File: src/sv/frs_pkg.sv
// Shared types and constants of the fault recovery sequencer.
// No dependencies; compile first.
`default_nettype none

package frs_pkg;

	localparam int TS_BITS       = 63;
	localparam int SETTLE_NS_W   = 36;
	localparam int CFG_IDX_W     = 2;
	localparam int CFG_DATA_W    = 16;
	localparam int NS_PER_MS     = 1000 * 1000;
	localparam int SETTLE_MS_RST = 500;
	localparam logic [7:0]  RETRY_MAX_RST   = 8'd3;
	localparam logic [15:0] RETRY_DELAY_RST = 16'd100;
	localparam logic [SETTLE_NS_W-1:0] SETTLE_NS_RST =
		SETTLE_NS_W'(longint'(SETTLE_MS_RST) * longint'(NS_PER_MS));

	typedef enum logic [2:0] {
		CMD_PAUSE   = 3'd0,
		CMD_RETRACT = 3'd1,
		CMD_ESTOP   = 3'd2,
		CMD_RESET   = 3'd3,
		CMD_TRIGGER = 3'd4,
		CMD_BAND    = 3'd5,
		CMD_TICK    = 3'd6,
		CMD_OUTCOME = 3'd7
	} cmd_t;

	typedef enum logic [2:0] {
		MODE_IDLE    = 3'd0,
		MODE_HOLD    = 3'd1,
		MODE_RETRACT = 3'd2,
		MODE_WAIT    = 3'd3,
		MODE_READY   = 3'd4,
		MODE_ESTOP   = 3'd5
	} mode_t;

	typedef enum logic [CFG_IDX_W-1:0] {
		CFG_SETTLE      = 2'd0,
		CFG_RETRY_MAX   = 2'd1,
		CFG_RETRY_DELAY = 2'd2
	} cfg_idx_t;

	typedef struct packed {
		logic [2:0]         command;
		logic               within_band;
		logic [TS_BITS-1:0] now_time_ns;
		logic               attempt_success;
	} in_item_t;

	typedef struct packed {
		logic [2:0] state_code;
		logic       hold_active;
		logic       retreat_done;
		logic       retry_running;
		logic       attempt_request;
		logic [7:0] attempt_index;
	} out_item_t;

	typedef struct packed {
		logic [SETTLE_NS_W-1:0] settle_ns;
		logic [7:0]             retry_max;
		logic [15:0]            retry_delay;
	} cfg_t;

endpackage

`default_nettype wire

File: src/sv/frs_engine.sv
// Sequencer state and next-state logic for one item per cycle, advancing only on commit.
// Depends on frs_pkg; instantiated by fault_recovery_sequencer_top.
`default_nettype none

module frs_engine #(
	parameter int TimestampBits = frs_pkg::TS_BITS
) (
	input  wire logic             clk,
	input  wire logic             arst_n,
	input  wire logic             commit,
	input  frs_pkg::in_item_t     item,
	input  frs_pkg::cfg_t         cfg,
	output frs_pkg::out_item_t    result
);
	import frs_pkg::*;

	mode_t                    mode_q, mode_nxt;
	logic                     hold_q, hold_nxt;
	logic                     retreat_q, retreat_nxt;
	logic                     retry_on_q, retry_on_nxt;
	logic                     awaiting_q, awaiting_nxt;
	logic [TimestampBits-1:0] start_q, start_nxt;
	logic [7:0]               count_q, count_nxt;
	logic [15:0]              delay_q, delay_nxt;
	logic                     request;

	logic [63:0]              now_ext;
	logic [TimestampBits-1:0] now_m;
	logic [TimestampBits-1:0] base;
	logic [TimestampBits-1:0] elapsed;

	assign now_ext = {1'b0, item.now_time_ns};
	assign now_m   = now_ext[TimestampBits-1:0];
	assign base    = (start_q == '0) ? now_m : start_q;
	assign elapsed = now_m - base;

	always_ff @(posedge clk or negedge arst_n) begin
		if (!arst_n) begin
			mode_q     <= MODE_IDLE;
			hold_q     <= 1'b0;
			retreat_q  <= 1'b1;
			retry_on_q <= 1'b0;
			awaiting_q <= 1'b0;
			start_q    <= '0;
			count_q    <= '0;
			delay_q    <= '0;
		end else if (commit) begin
			mode_q     <= mode_nxt;
			hold_q     <= hold_nxt;
			retreat_q  <= retreat_nxt;
			retry_on_q <= retry_on_nxt;
			awaiting_q <= awaiting_nxt;
			start_q    <= start_nxt;
			count_q    <= count_nxt;
			delay_q    <= delay_nxt;
		end
	end

	always_comb begin
		mode_nxt     = mode_q;
		hold_nxt     = hold_q;
		retreat_nxt  = retreat_q;
		retry_on_nxt = retry_on_q;
		awaiting_nxt = awaiting_q;
		start_nxt    = start_q;
		count_nxt    = count_q;
		delay_nxt    = delay_q;
		request      = 1'b0;
		case (cmd_t'(item.command))
			CMD_PAUSE: begin
				hold_nxt    = 1'b1;
				retreat_nxt = 1'b0;
				start_nxt   = '0;
				mode_nxt    = MODE_HOLD;
			end
			CMD_RETRACT: begin
				hold_nxt    = 1'b0;
				retreat_nxt = 1'b1;
				start_nxt   = '0;
				mode_nxt    = MODE_RETRACT;
			end
			CMD_ESTOP: begin
				retry_on_nxt = 1'b0;
				awaiting_nxt = 1'b0;
				hold_nxt     = 1'b0;
				retreat_nxt  = 1'b0;
				start_nxt    = '0;
				mode_nxt     = MODE_ESTOP;
			end
			CMD_RESET: begin
				retry_on_nxt = 1'b0;
				awaiting_nxt = 1'b0;
				hold_nxt     = 1'b0;
				retreat_nxt  = 1'b1;
				start_nxt    = '0;
				mode_nxt     = MODE_IDLE;
			end
			CMD_TRIGGER: begin
				awaiting_nxt = 1'b0;
				count_nxt    = '0;
				delay_nxt    = cfg.retry_delay;
				retry_on_nxt = (cfg.retry_max != '0);
				start_nxt    = '0;
				mode_nxt     = MODE_HOLD;
			end
			CMD_BAND: begin
				if (mode_q != MODE_ESTOP && mode_q != MODE_IDLE) begin
					if (!item.within_band) begin
						start_nxt = '0;
						if (mode_q == MODE_READY) begin
							mode_nxt = MODE_WAIT;
						end
					end else begin
						start_nxt = base;
						if (mode_q inside {MODE_RETRACT, MODE_HOLD, MODE_WAIT}) begin
							mode_nxt = MODE_WAIT;
						end
						if (now_m >= base && 64'(elapsed) >= 64'(cfg.settle_ns)) begin
							hold_nxt    = 1'b0;
							retreat_nxt = 1'b1;
							mode_nxt    = MODE_READY;
						end
					end
				end
			end
			CMD_TICK: begin
				if (retry_on_q && !awaiting_q) begin
					if (delay_q > 16'd1) begin
						delay_nxt = delay_q - 16'd1;
					end else if (count_q >= cfg.retry_max) begin
						delay_nxt    = '0;
						retry_on_nxt = 1'b0;
						awaiting_nxt = 1'b0;
					end else begin
						delay_nxt    = '0;
						count_nxt    = count_q + 8'd1;
						awaiting_nxt = 1'b1;
						request      = 1'b1;
					end
				end
			end
			CMD_OUTCOME: begin
				if (retry_on_q && awaiting_q) begin
					awaiting_nxt = 1'b0;
					if (item.attempt_success) begin
						retry_on_nxt = 1'b0;
						hold_nxt     = 1'b1;
						retreat_nxt  = 1'b0;
						start_nxt    = '0;
						mode_nxt     = MODE_WAIT;
					end else if (count_q >= cfg.retry_max) begin
						retry_on_nxt = 1'b0;
					end else begin
						delay_nxt = cfg.retry_delay;
					end
				end
			end
			default: begin
			end
		endcase
	end

	assign result.state_code      = mode_nxt;
	assign result.hold_active     = hold_nxt;
	assign result.retreat_done    = retreat_nxt;
	assign result.retry_running   = retry_on_nxt;
	assign result.attempt_request = request;
	assign result.attempt_index   = count_nxt;

	a_await_needs_retry: assert property (@(posedge clk) disable iff (!arst_n)
		awaiting_q |-> retry_on_q)
		else $error("outcome pending with retry engine stopped");

	a_request_sets_await: assert property (@(posedge clk) disable iff (!arst_n)
		(commit && request) |=> awaiting_q)
		else $error("attempt request not followed by pending outcome");

	a_estop_no_retry: assert property (@(posedge clk) disable iff (!arst_n)
		(mode_q == MODE_ESTOP) |-> !retry_on_q)
		else $error("retry engine running while estop latched");

	a_ready_flags: assert property (@(posedge clk) disable iff (!arst_n)
		(mode_q == MODE_READY) |-> (!hold_q && retreat_q))
		else $error("ready with hold set or retreat clear");

	a_unset_stamp: assert property (@(posedge clk) disable iff (!arst_n)
		(mode_q == MODE_IDLE || mode_q == MODE_ESTOP) |-> (start_q == '0))
		else $error("stable timestamp set while idle or estop");

endmodule

`default_nettype wire

File: src/sv/fault_recovery_sequencer_top.sv
// Top level of the fault recovery sequencer: config registers, input and result stages.
// Depends on frs_pkg and frs_engine.
//
//  channel  | handshake               | payload
//  ---------+-------------------------+--------------------------------
//  in       | in_valid / in_stall     | in_item  (command and operands)
//  out      | out_valid / out_stall   | out_item (state, flags, attempt)
//  config   | cfg_we                  | cfg_index, cfg_wdata
//
// One item per cycle unless the result is stalled; an item's result is registered as the
// item leaves the input register. The state update and the 63-bit settle compare sit
// between the input and result registers. Reset returns to idle with default config
// values. A stalled result holds; the input register accepts while it is empty or
// while its item moves into the result register.
`default_nettype none

module fault_recovery_sequencer_top #(
	parameter int TimestampBits = frs_pkg::TS_BITS
) (
	input  wire logic                           clk,
	input  wire logic                           arst_n,
	input  wire logic                           in_valid,
	output      logic                           in_stall,
	input  frs_pkg::in_item_t                   in_item,
	output      logic                           out_valid,
	input  wire logic                           out_stall,
	output frs_pkg::out_item_t                  out_item,
	input  wire logic                           cfg_we,
	input  wire logic [frs_pkg::CFG_IDX_W-1:0]  cfg_index,
	input  wire logic [frs_pkg::CFG_DATA_W-1:0] cfg_wdata
);
	import frs_pkg::*;

	cfg_t                   cfg_q;
	logic [SETTLE_NS_W-1:0] settle_ns_w;
	in_item_t               item_s1;
	logic                   valid_s1;
	out_item_t              res_s2;
	logic                   valid_s2;
	out_item_t              res_d;
	logic                   commit;

	assign settle_ns_w = SETTLE_NS_W'(cfg_wdata) * SETTLE_NS_W'(NS_PER_MS);

	always_ff @(posedge clk or negedge arst_n) begin
		if (!arst_n) begin
			cfg_q.settle_ns   <= SETTLE_NS_RST;
			cfg_q.retry_max   <= RETRY_MAX_RST;
			cfg_q.retry_delay <= RETRY_DELAY_RST;
		end else if (cfg_we) begin
			case (cfg_index)
				CFG_SETTLE:      cfg_q.settle_ns   <= settle_ns_w;
				CFG_RETRY_MAX:   cfg_q.retry_max   <= cfg_wdata[7:0];
				CFG_RETRY_DELAY: cfg_q.retry_delay <= cfg_wdata;
				default: begin
				end
			endcase
		end
	end

	assign commit   = valid_s1 && (!valid_s2 || !out_stall);
	assign in_stall = valid_s1 && !commit;

	always_ff @(posedge clk or negedge arst_n) begin
		if (!arst_n) begin
			valid_s1 <= 1'b0;
			valid_s2 <= 1'b0;
		end else begin
			if (in_valid && !in_stall) begin
				valid_s1 <= 1'b1;
			end else if (commit) begin
				valid_s1 <= 1'b0;
			end
			if (commit) begin
				valid_s2 <= 1'b1;
			end else if (!out_stall) begin
				valid_s2 <= 1'b0;
			end
		end
	end

	always_ff @(posedge clk) begin
		if (in_valid && !in_stall) begin
			item_s1 <= in_item;
		end
		if (commit) begin
			res_s2 <= res_d;
		end
	end

	frs_engine #(
		.TimestampBits(TimestampBits)
	) u_engine (
		.clk    (clk),
		.arst_n (arst_n),
		.commit (commit),
		.item   (item_s1),
		.cfg    (cfg_q),
		.result (res_d)
	);

	assign out_valid = valid_s2;
	assign out_item  = res_s2;

endmodule

`default_nettype wire

File: config.mk
export PLATFORM = sky130hd
export DESIGN_NAME = fault_recovery_sequencer_top
export DESIGN_NICKNAME = d
export VERILOG_FILES = /design/src/sv/frs_pkg.sv /design/src/sv/frs_engine.sv /design/src/sv/fault_recovery_sequencer_top.sv
export SDC_FILE = /design/constraint.sdc
export NUM_CORES = 1
export LEC_CHECK = 0
export BUFFER_PORTS_ARGS = -buffer_cell sky130_fd_sc_hd__clkbuf_2
export CORE_MARGIN = 5
export CORE_UTILIZATION = 50
export CTS_CLUSTER_DIAMETER = 40
export CTS_CLUSTER_SIZE = 14
export DETAILED_ROUTE_END_ITERATION = 12
export GPL_ROUTABILITY_DRIVEN = 0
export PLACE_DENSITY_LB_ADDON = 0.15
export SLEW_MARGIN = 30
export SYNTH_ARGS = -nofsm -noshare
export SYNTH_HDL_FRONTEND = slang
export SYNTH_HIERARCHICAL = 1
export SYNTH_SLANG_ARGS = --single-unit
File: constraint.sdc
create_clock -name clk -period 12.44 [get_ports clk]
set_input_delay 1.244 -clock clk [delete_from_list [all_inputs] [get_ports clk]]
set_output_delay 1.244 -clock clk [all_outputs]
set_load 0.005 [all_outputs]
## Word-level counts from Yosys, hierarchy flattened

Index checks and enable logic that the tools add are counted.

- Add/subtract/negate cells: 3
- Multipliers: 1
- Div/mod/pow operators: 0
- $lt $le $gt $ge: 4
- Equal/unequal tests: 22
- Shift-type cells: 0
- Multiplexer cells: 51
- Bitwise operators: 2
- Reductions and logical operators: 37

Operators with widths:

| cell | count |
|---|---|
| two-way mux 63 bit | 5 |
| one-hot mux 63 bit (3 select lines) | 1 |
| two-way mux 16 bit | 5 |
| greater-or-equal comparator 63 x 36 -> 1 bit | 1 |
| greater-or-equal comparator 63 bit | 1 |
| logical NOT 63 bit | 1 |
| subtractor 63 bit | 1 |
| one-hot mux 16 bit (3 select lines) | 1 |
| multiplier 16 x 14 -> 30 bit (second input constant) | 1 |
| two-way mux 8 bit | 3 |
| two-way mux 1 bit | 23 |
| two-way mux 3 bit | 7 |
| one-hot mux 3 bit (6 select lines) | 1 |
| greater-than comparator 16 x 1 -> 1 bit (second input constant) | 1 |
| one-hot mux 8 bit (2 select lines) | 1 |
| subtractor 16 x 1 -> 16 bit (second input constant) | 1 |
| == test 3 bit (second input constant) | 5 |
| nonzero test 3 bit | 5 |
| == test 3 x 2 -> 1 bit (second input constant) | 4 |
| one-hot mux 1 bit (4 select lines) | 3 |
| AND reduction 5 bit | 2 |
| OR reduction 3 bit | 3 |
| adder 8 x 1 -> 8 bit (second input constant) | 1 |
| greater-or-equal comparator 8 bit | 1 |
| 19 further kinds | 42 |

- Register bits after elaboration: 233
- Bits in latches: 0
- Memory bits (writable): 0
- ROM bits: 0
- Input bits: 91
- Output and inout port bits: 17
- Memories kept: 0

## Depth between registers and ports, before layout

- Depth in word-level cells: 9
- Mapped depth: 32

## Modules after synthesis

Netlist, hierarchy kept.

By module, submodules not included:

| module | instances | cells an instance | area an instance (um^2) | seq. area each (um^2) |
|---|---|---|---|---|
| frs_engine | 1 | 1531 | 11011.8 | 2353.5 |
| fault_recovery_sequencer_top | 1 | 683 | 8376.8 | 3916.3 |

## Least setup slack after synthesis

OpenSTA, ideal clock, no wires.

- Path kind: reg2reg
- Start: register u_engine.start_q[52]
- End: register res_s2, in the netlist out_item[10] (data pin)
- Library setup time: 251 ps
- Arrival time: 6633 ps
- Required time: 12189 ps
- Slack: 5556 ps
- Stages on the path, launching flop included: 32
- Cells stage by stage: dfrtp_1 > nor4_1 > nand4_1 > nor4_1 > clkbuf_1 > a21oi_1 > ha_1 > nand2_1 > or3_1 > a311o_1 > a21oi_2 > nor2_1 > nor3_1 > nor2_1 > nor2_1 > nor2_1 > nor2_1 > nor2_1 > xnor2_1 > ha_1 > a21o_1 > a21oi_1 > a21o_1 > and4_1 > nand4b_1 > or4_4 > nor4_4 > nand4bb_4 > o211ai_4 > a21oi_2 > a221o_1 > buf_4

- Cells in the longest elaborated chain, start to end: 9
- Elaborated cells on any way between the ends: 10
- Classes of those cells: 1 x add/sub; 2 x order compare; 5 x mux; 2 x reduce/logical

RTL lines:

| element | line | text |
|---|---|---|
| start, declared | frs_engine.sv:22 | `logic [TimestampBits-1:0] start_q, start_nxt;` |
| start signal, assigned | frs_engine.sv:53 | `start_q <= start_nxt;` |
| logical NOT 63 bit | frs_engine.sv:34 | `assign base = (start_q == '0) ? now_m : start_q;` |
| two-way mux 63 bit * | frs_engine.sv:34 |  |
| subtractor 63 bit | frs_engine.sv:35 | `assign elapsed = now_m - base;` |
| greater-or-equal comparator 63 x 36 -> 1 bit | frs_engine.sv:118 | `if (now_m >= base && 64'(elapsed) >= 64'(cfg.settle_ns)) begin` |
| logical AND 1 bit * | frs_engine.sv:118 |  |
| two-way mux 1 bit * | frs_engine.sv:118 |  |
| two-way mux 1 bit * | frs_engine.sv:108 | `if (!item.within_band) begin` |
| two-way mux 1 bit * | frs_engine.sv:107 | `if (mode_q != MODE_ESTOP && mode_q != MODE_IDLE) begin` |
| one-hot mux 1 bit (4 select lines) * | frs_engine.sv:69 | `case (cmd_t'(item.command))` |
| named net u_engine.retreat_nxt | frs_engine.sv:19 | `logic retreat_q, retreat_nxt;` |
| end signal, assigned | fault_recovery_sequencer_top.sv:87 | `res_s2 <= res_d;` |
| end, declared | fault_recovery_sequencer_top.sv:38 | `out_item_t res_s2;` |

Mark *: on every way through the listed nets, which the timed path passes. The rest lies on a longest branch.
A chain may end at the register's enable or synchronous reset.

==> impl_table.tex <==
\begin{tabular}{lr}
\hline
Metric & Value \\
\hline
\multicolumn{2}{l}{\textbf{STA}} \\
RSZ-0062 raised after global routing & false \\
Max Transition Viols Final & 0 \\
Minimum clock period & a little under 8 ns \\
Hold Violations, Final & 0 \\
Fmax & between 100 and 150 MHz \\
Least setup slack across all paths after layout & around 4.6 ns \\
Clock skew & 0.0291 ns \\
Final clock period utilization by the worst path & a little over three fifths \\
Setup-failing EPs final & 0 \\
Setup\_tns & 0 ns \\
Slew at the pin with the worst max-slew slack & $\sim$0.94 ns \\
Worst rel slew slack & between 30\% and 40\% \\
\multicolumn{2}{l}{\textbf{Global route}} \\
Overflow after GRT & 0 \\
Largest net degree at the start of global routing & 77 \\
Vias in the first global route & between 15000 and 20000 \\
Antenna violations before repair & 0 \\
GRT Util Overall & between 20 and 30\% \\
Global-route wire length before repair & 88.6 mm \\
\multicolumn{2}{l}{\textbf{Clock network}} \\
CTS Sinks & between 200 and 250 \\
TritonCTS clock tree & yes \\
Clock buffer depth & 3 \\
Clock buffer count from CTS & slightly above 40 \\
Hold bufs inserted after CTS & 0 \\
Worst skew pair latency & 0.57 ns \\
Resized Gates After CTS & 0 \\
Root Buffer Master & sky130\_fd\_sc\_hd\_\_clkbuf\_16 \\
Reg clk slew, reported paths & around 0.06 ns \\
Number of H-tree levels & 2 \\
Post-CTS repair timing setup buffer count & 0 \\
\multicolumn{2}{l}{\textbf{Worst setup path}} \\
Worst setup EP type & flip-flop \\
Reg-to-reg slack, setup & 4.62 ns \\
Slowest Stage Delay on Critical Path & 0.66 ns \\
Critical path launch point type & flip-flop \\
Cell seen most often among critical-path stages & sky130\_fd\_sc\_hd\_\_nor2\_1 \\
Data required time of the critical path & approximately 13 ns \\
Data arrival time of the critical path & about 8 ns \\
Critical path peak fanout & 44 \\
Category of the critical setup timing path & reg2reg \\
Slowest-stage cell, CP & sky130\_fd\_sc\_hd\_\_nor4\_1 \\
\multicolumn{2}{l}{\textbf{Placement}} \\
HPWL after detailed placement & approximately 43 mm \\
Count of input and output buffers & approximately 110 \\
Pre-CTS setup slack & roughly 4.8 ns \\
\multicolumn{2}{l}{\textbf{Die}} \\
Core Area & about 38000 sq um \\
Horizontal die dimension & slightly above 200 um \\
Overall die area & approximately 43000 sq um \\
I/O pin total & roughly 110 \\
Effective utilization at floorplan & around 50\% \\
Number of rows in the core area & 72 \\
Chip height & 207 um \\
\multicolumn{2}{l}{\textbf{Finish}} \\
Share of post-route cells with drive strength above 1 & 10.6\% \\
Diode insertion count for antenna repair & 0 \\
Layout net count & about 2700 \\
Area growth from synthesis to layout & 11.8\% \\
Core occupancy in the finished layout & around 56\% \\
Total of fill cells in the finished design & roughly 3600 \\
\multicolumn{2}{l}{\textbf{Routing}} \\
Remaining antenna violation count after routing & 0 \\
DRT Wirelength & 55.4 mm \\
Count of routing violations after the opening detailed-route iteration & about 1600 \\
Average wire per cell in the routed design & 19.5 um \\
First-pass DRT Iterations & 6 \\
Total vias in the final route & approximately 17000 \\
Vias per Instance & around 6.1 \\
DRC viols & 0 \\
\multicolumn{2}{l}{\textbf{Job}} \\
Max-cap check violation count & 0 \\
\multicolumn{2}{l}{\textbf{Logic synthesis}} \\
Number of different library cells in the post-synthesis netlist & 95 \\
Synth Cell Area & roughly 19000 sq um \\
Number of standard cells after synthesis & about 2200 \\
Sequential element share of the synthesized area & about a third \\
Proportion of netlist area held by the largest area contributor & 16.9\% \\
Cells taking the most area after synthesis & sky130\_fd\_sc\_hd\_\_dfrtp\_1 17\%, sky130\_fd\_sc\_hd\_\_ha\_1 14\%, sky130\_fd\_sc\_hd\_\_edfxtp\_1 13\% \\
Proportion of register bits with asynchronous set or reset after synthesis & 64.4\% \\
Number of synthesized register bits & 233 \\
Post-synthesis area per instance & between 8 and 9 sq um \\
Main flop type after synthesis & sky130\_fd\_sc\_hd\_\_dfrtp\_1 \\
Number of enable flip-flop cells after synthesis & 83 \\
Number of warnings printed during yosys synthesis & 6 \\
Cell accounting for the most synthesized area & sky130\_fd\_sc\_hd\_\_dfrtp\_1 \\
\multicolumn{2}{l}{\textbf{Outcome}} \\
Run status & finished clean \\
\multicolumn{2}{l}{\textbf{Hold path}} \\
Kind of path behind the tightest hold check & reg2reg \\
\hline
\end{tabular}
[cell type report]
type	instances	area [sq um]	area share, %
Sequential cell	233	6270	28.9
Clock inverter	29	328	1.51
Tap cell	518	648	2.99
Multi-Input combinational cell	1721	12100	55.6
Timing Repair Buffer	120	667	3.08
Clock buffer	47	1070	4.93
Inverter	171	642	2.96
[per-stage QoR]
stage	hold WS (ns)	std cells	area (sq um)
floorplan	0.435	2219	19400
global placement	0.445	2761	20200
detailed placement	0.446	2761	20200
CTS	0.452	2837	21600
global route	0.482	2839	21700
finish	0.449	2839	21700
[Yosys cell counts (30+ instances only)]
library cell / instances
sky130_fd_sc_hd__a21o_1: 34
sky130_fd_sc_hd__dfrtp_1: 131
sky130_fd_sc_hd__nand4_1: 58
sky130_fd_sc_hd__xnor2_1: 41
sky130_fd_sc_hd__nand3_1: 33
sky130_fd_sc_hd__nand2_1: 278
sky130_fd_sc_hd__clkbuf_1: 64
sky130_fd_sc_hd__edfxtp_1: 83
sky130_fd_sc_hd__fa_1: 56
sky130_fd_sc_hd__inv_1: 170
sky130_fd_sc_hd__o21ai_0: 216
sky130_fd_sc_hd__ha_1: 215
sky130_fd_sc_hd__nor3_1: 37
sky130_fd_sc_hd__nor2_1: 110
sky130_fd_sc_hd__xor2_1: 30
sky130_fd_sc_hd__a21oi_1: 217
[cell families after synthesis]
group	Yosys count	synth area share [%]
flops	233	32.3
buf+inv	265	5.67
compound gates	701	22.1
mux	8	0.439
other cells	1	0.0193
fa+ha+maj	271	19.7
xor+xnor	71	3.21
simple gates	664	16.6
[sequential cells by signal (all words and copies together) (netlist names)]
| name | flops |
|---|---|
| u_engine/retry_on_q | 1 |
| u_engine/awaiting_q | 1 |
| u_engine/hold_q | 1 |
| u_engine/count_q | 8 |
| item_s1 | 68 |
| out_valid | 1 |
| u_engine/delay_q | 16 |
| u_engine/start_q | 63 |
| out_item | 15 |
| u_engine/mode_q | 3 |
| valid_s1 | 1 |
| cfg_q | 54 |
| u_engine/retreat_q | 1 |
[layer usage]
| metal | share of wire [%] | global-route usage [%] | up-vias |
|---|---|---|---|
| met5 | 0 | 0 | - |
| met4 | 3.6 | 9.63 | 0 |
| met2 | 46 | 41.0 | 716 |
| met1 | 43 | 35.3 | 8206 |
| met3 | 7.7 | 4.51 | 142 |
| li1 | - | - | 8164 |
[cell usage in the layout (no fill, tap or decap), types with 12 or more instances in the layout]
cell,count
sky130_fd_sc_hd__nand2_1,278
sky130_fd_sc_hd__nor2_1,110
sky130_fd_sc_hd__nand4_1,58
sky130_fd_sc_hd__clkbuf_16,41
sky130_fd_sc_hd__o21bai_1,12
sky130_fd_sc_hd__and2_1,17
sky130_fd_sc_hd__nand3_1,33
sky130_fd_sc_hd__o21a_1,16
sky130_fd_sc_hd__fa_1,56
sky130_fd_sc_hd__nand2b_1,14
sky130_fd_sc_hd__o21ai_0,216
sky130_fd_sc_hd__xor2_1,30
sky130_fd_sc_hd__a31oi_1,18
sky130_fd_sc_hd__dfstp_2,19
sky130_fd_sc_hd__o211ai_1,16
sky130_fd_sc_hd__o21ai_1,27
sky130_fd_sc_hd__inv_1,170
sky130_fd_sc_hd__ha_1,215
sky130_fd_sc_hd__xnor2_1,41
sky130_fd_sc_hd__edfxtp_1,83
sky130_fd_sc_hd__and3_1,16
sky130_fd_sc_hd__a21o_1,34
sky130_fd_sc_hd__a211oi_1,16
sky130_fd_sc_hd__nor3_1,37
sky130_fd_sc_hd__nor2b_1,19
sky130_fd_sc_hd__clkbuf_2,106
sky130_fd_sc_hd__nor4_1,26
sky130_fd_sc_hd__dfrtp_1,131
sky130_fd_sc_hd__a21oi_1,217
sky130_fd_sc_hd__a22oi_1,12
[worst max-delay path: cells and delay by family, from the launching register on]
| kind | cells | cell delay [ns] |
|---|---|---|
| buffers and inverters | 1 | 0.48 |
| adders and majority gates | 2 | 0.71 |
| and+or+nand+nor | 17 | 3.89 |
| AOI/OAI and AO/OA | 9 | 1.90 |
| DFF | 1 | 0.40 |
| xor gates and xnor gates | 1 | 0.14 |
[final timing paths]
| path | startpoint | endpoint | cells past startpoint |
|---|---|---|---|
| worst max-delay path | u_engine/start_q[51] | out_item[10] | 30 |
| worst min-delay path | cfg_q[43] | cfg_q[43] | 2 |
| worst max register to register | u_engine/start_q[51] | out_item[10] | 30 |
| worst min register to register | cfg_q[43] | cfg_q[43] | 2 |
| max in group asynchronous | arst_n | cfg_q[41] | 2 |
| min in group asynchronous | arst_n | u_engine/start_q[45] | 1 |
Power is not shown: default switching activity piles up to over one toggle a cycle in this logic, so the estimate is an artifact.
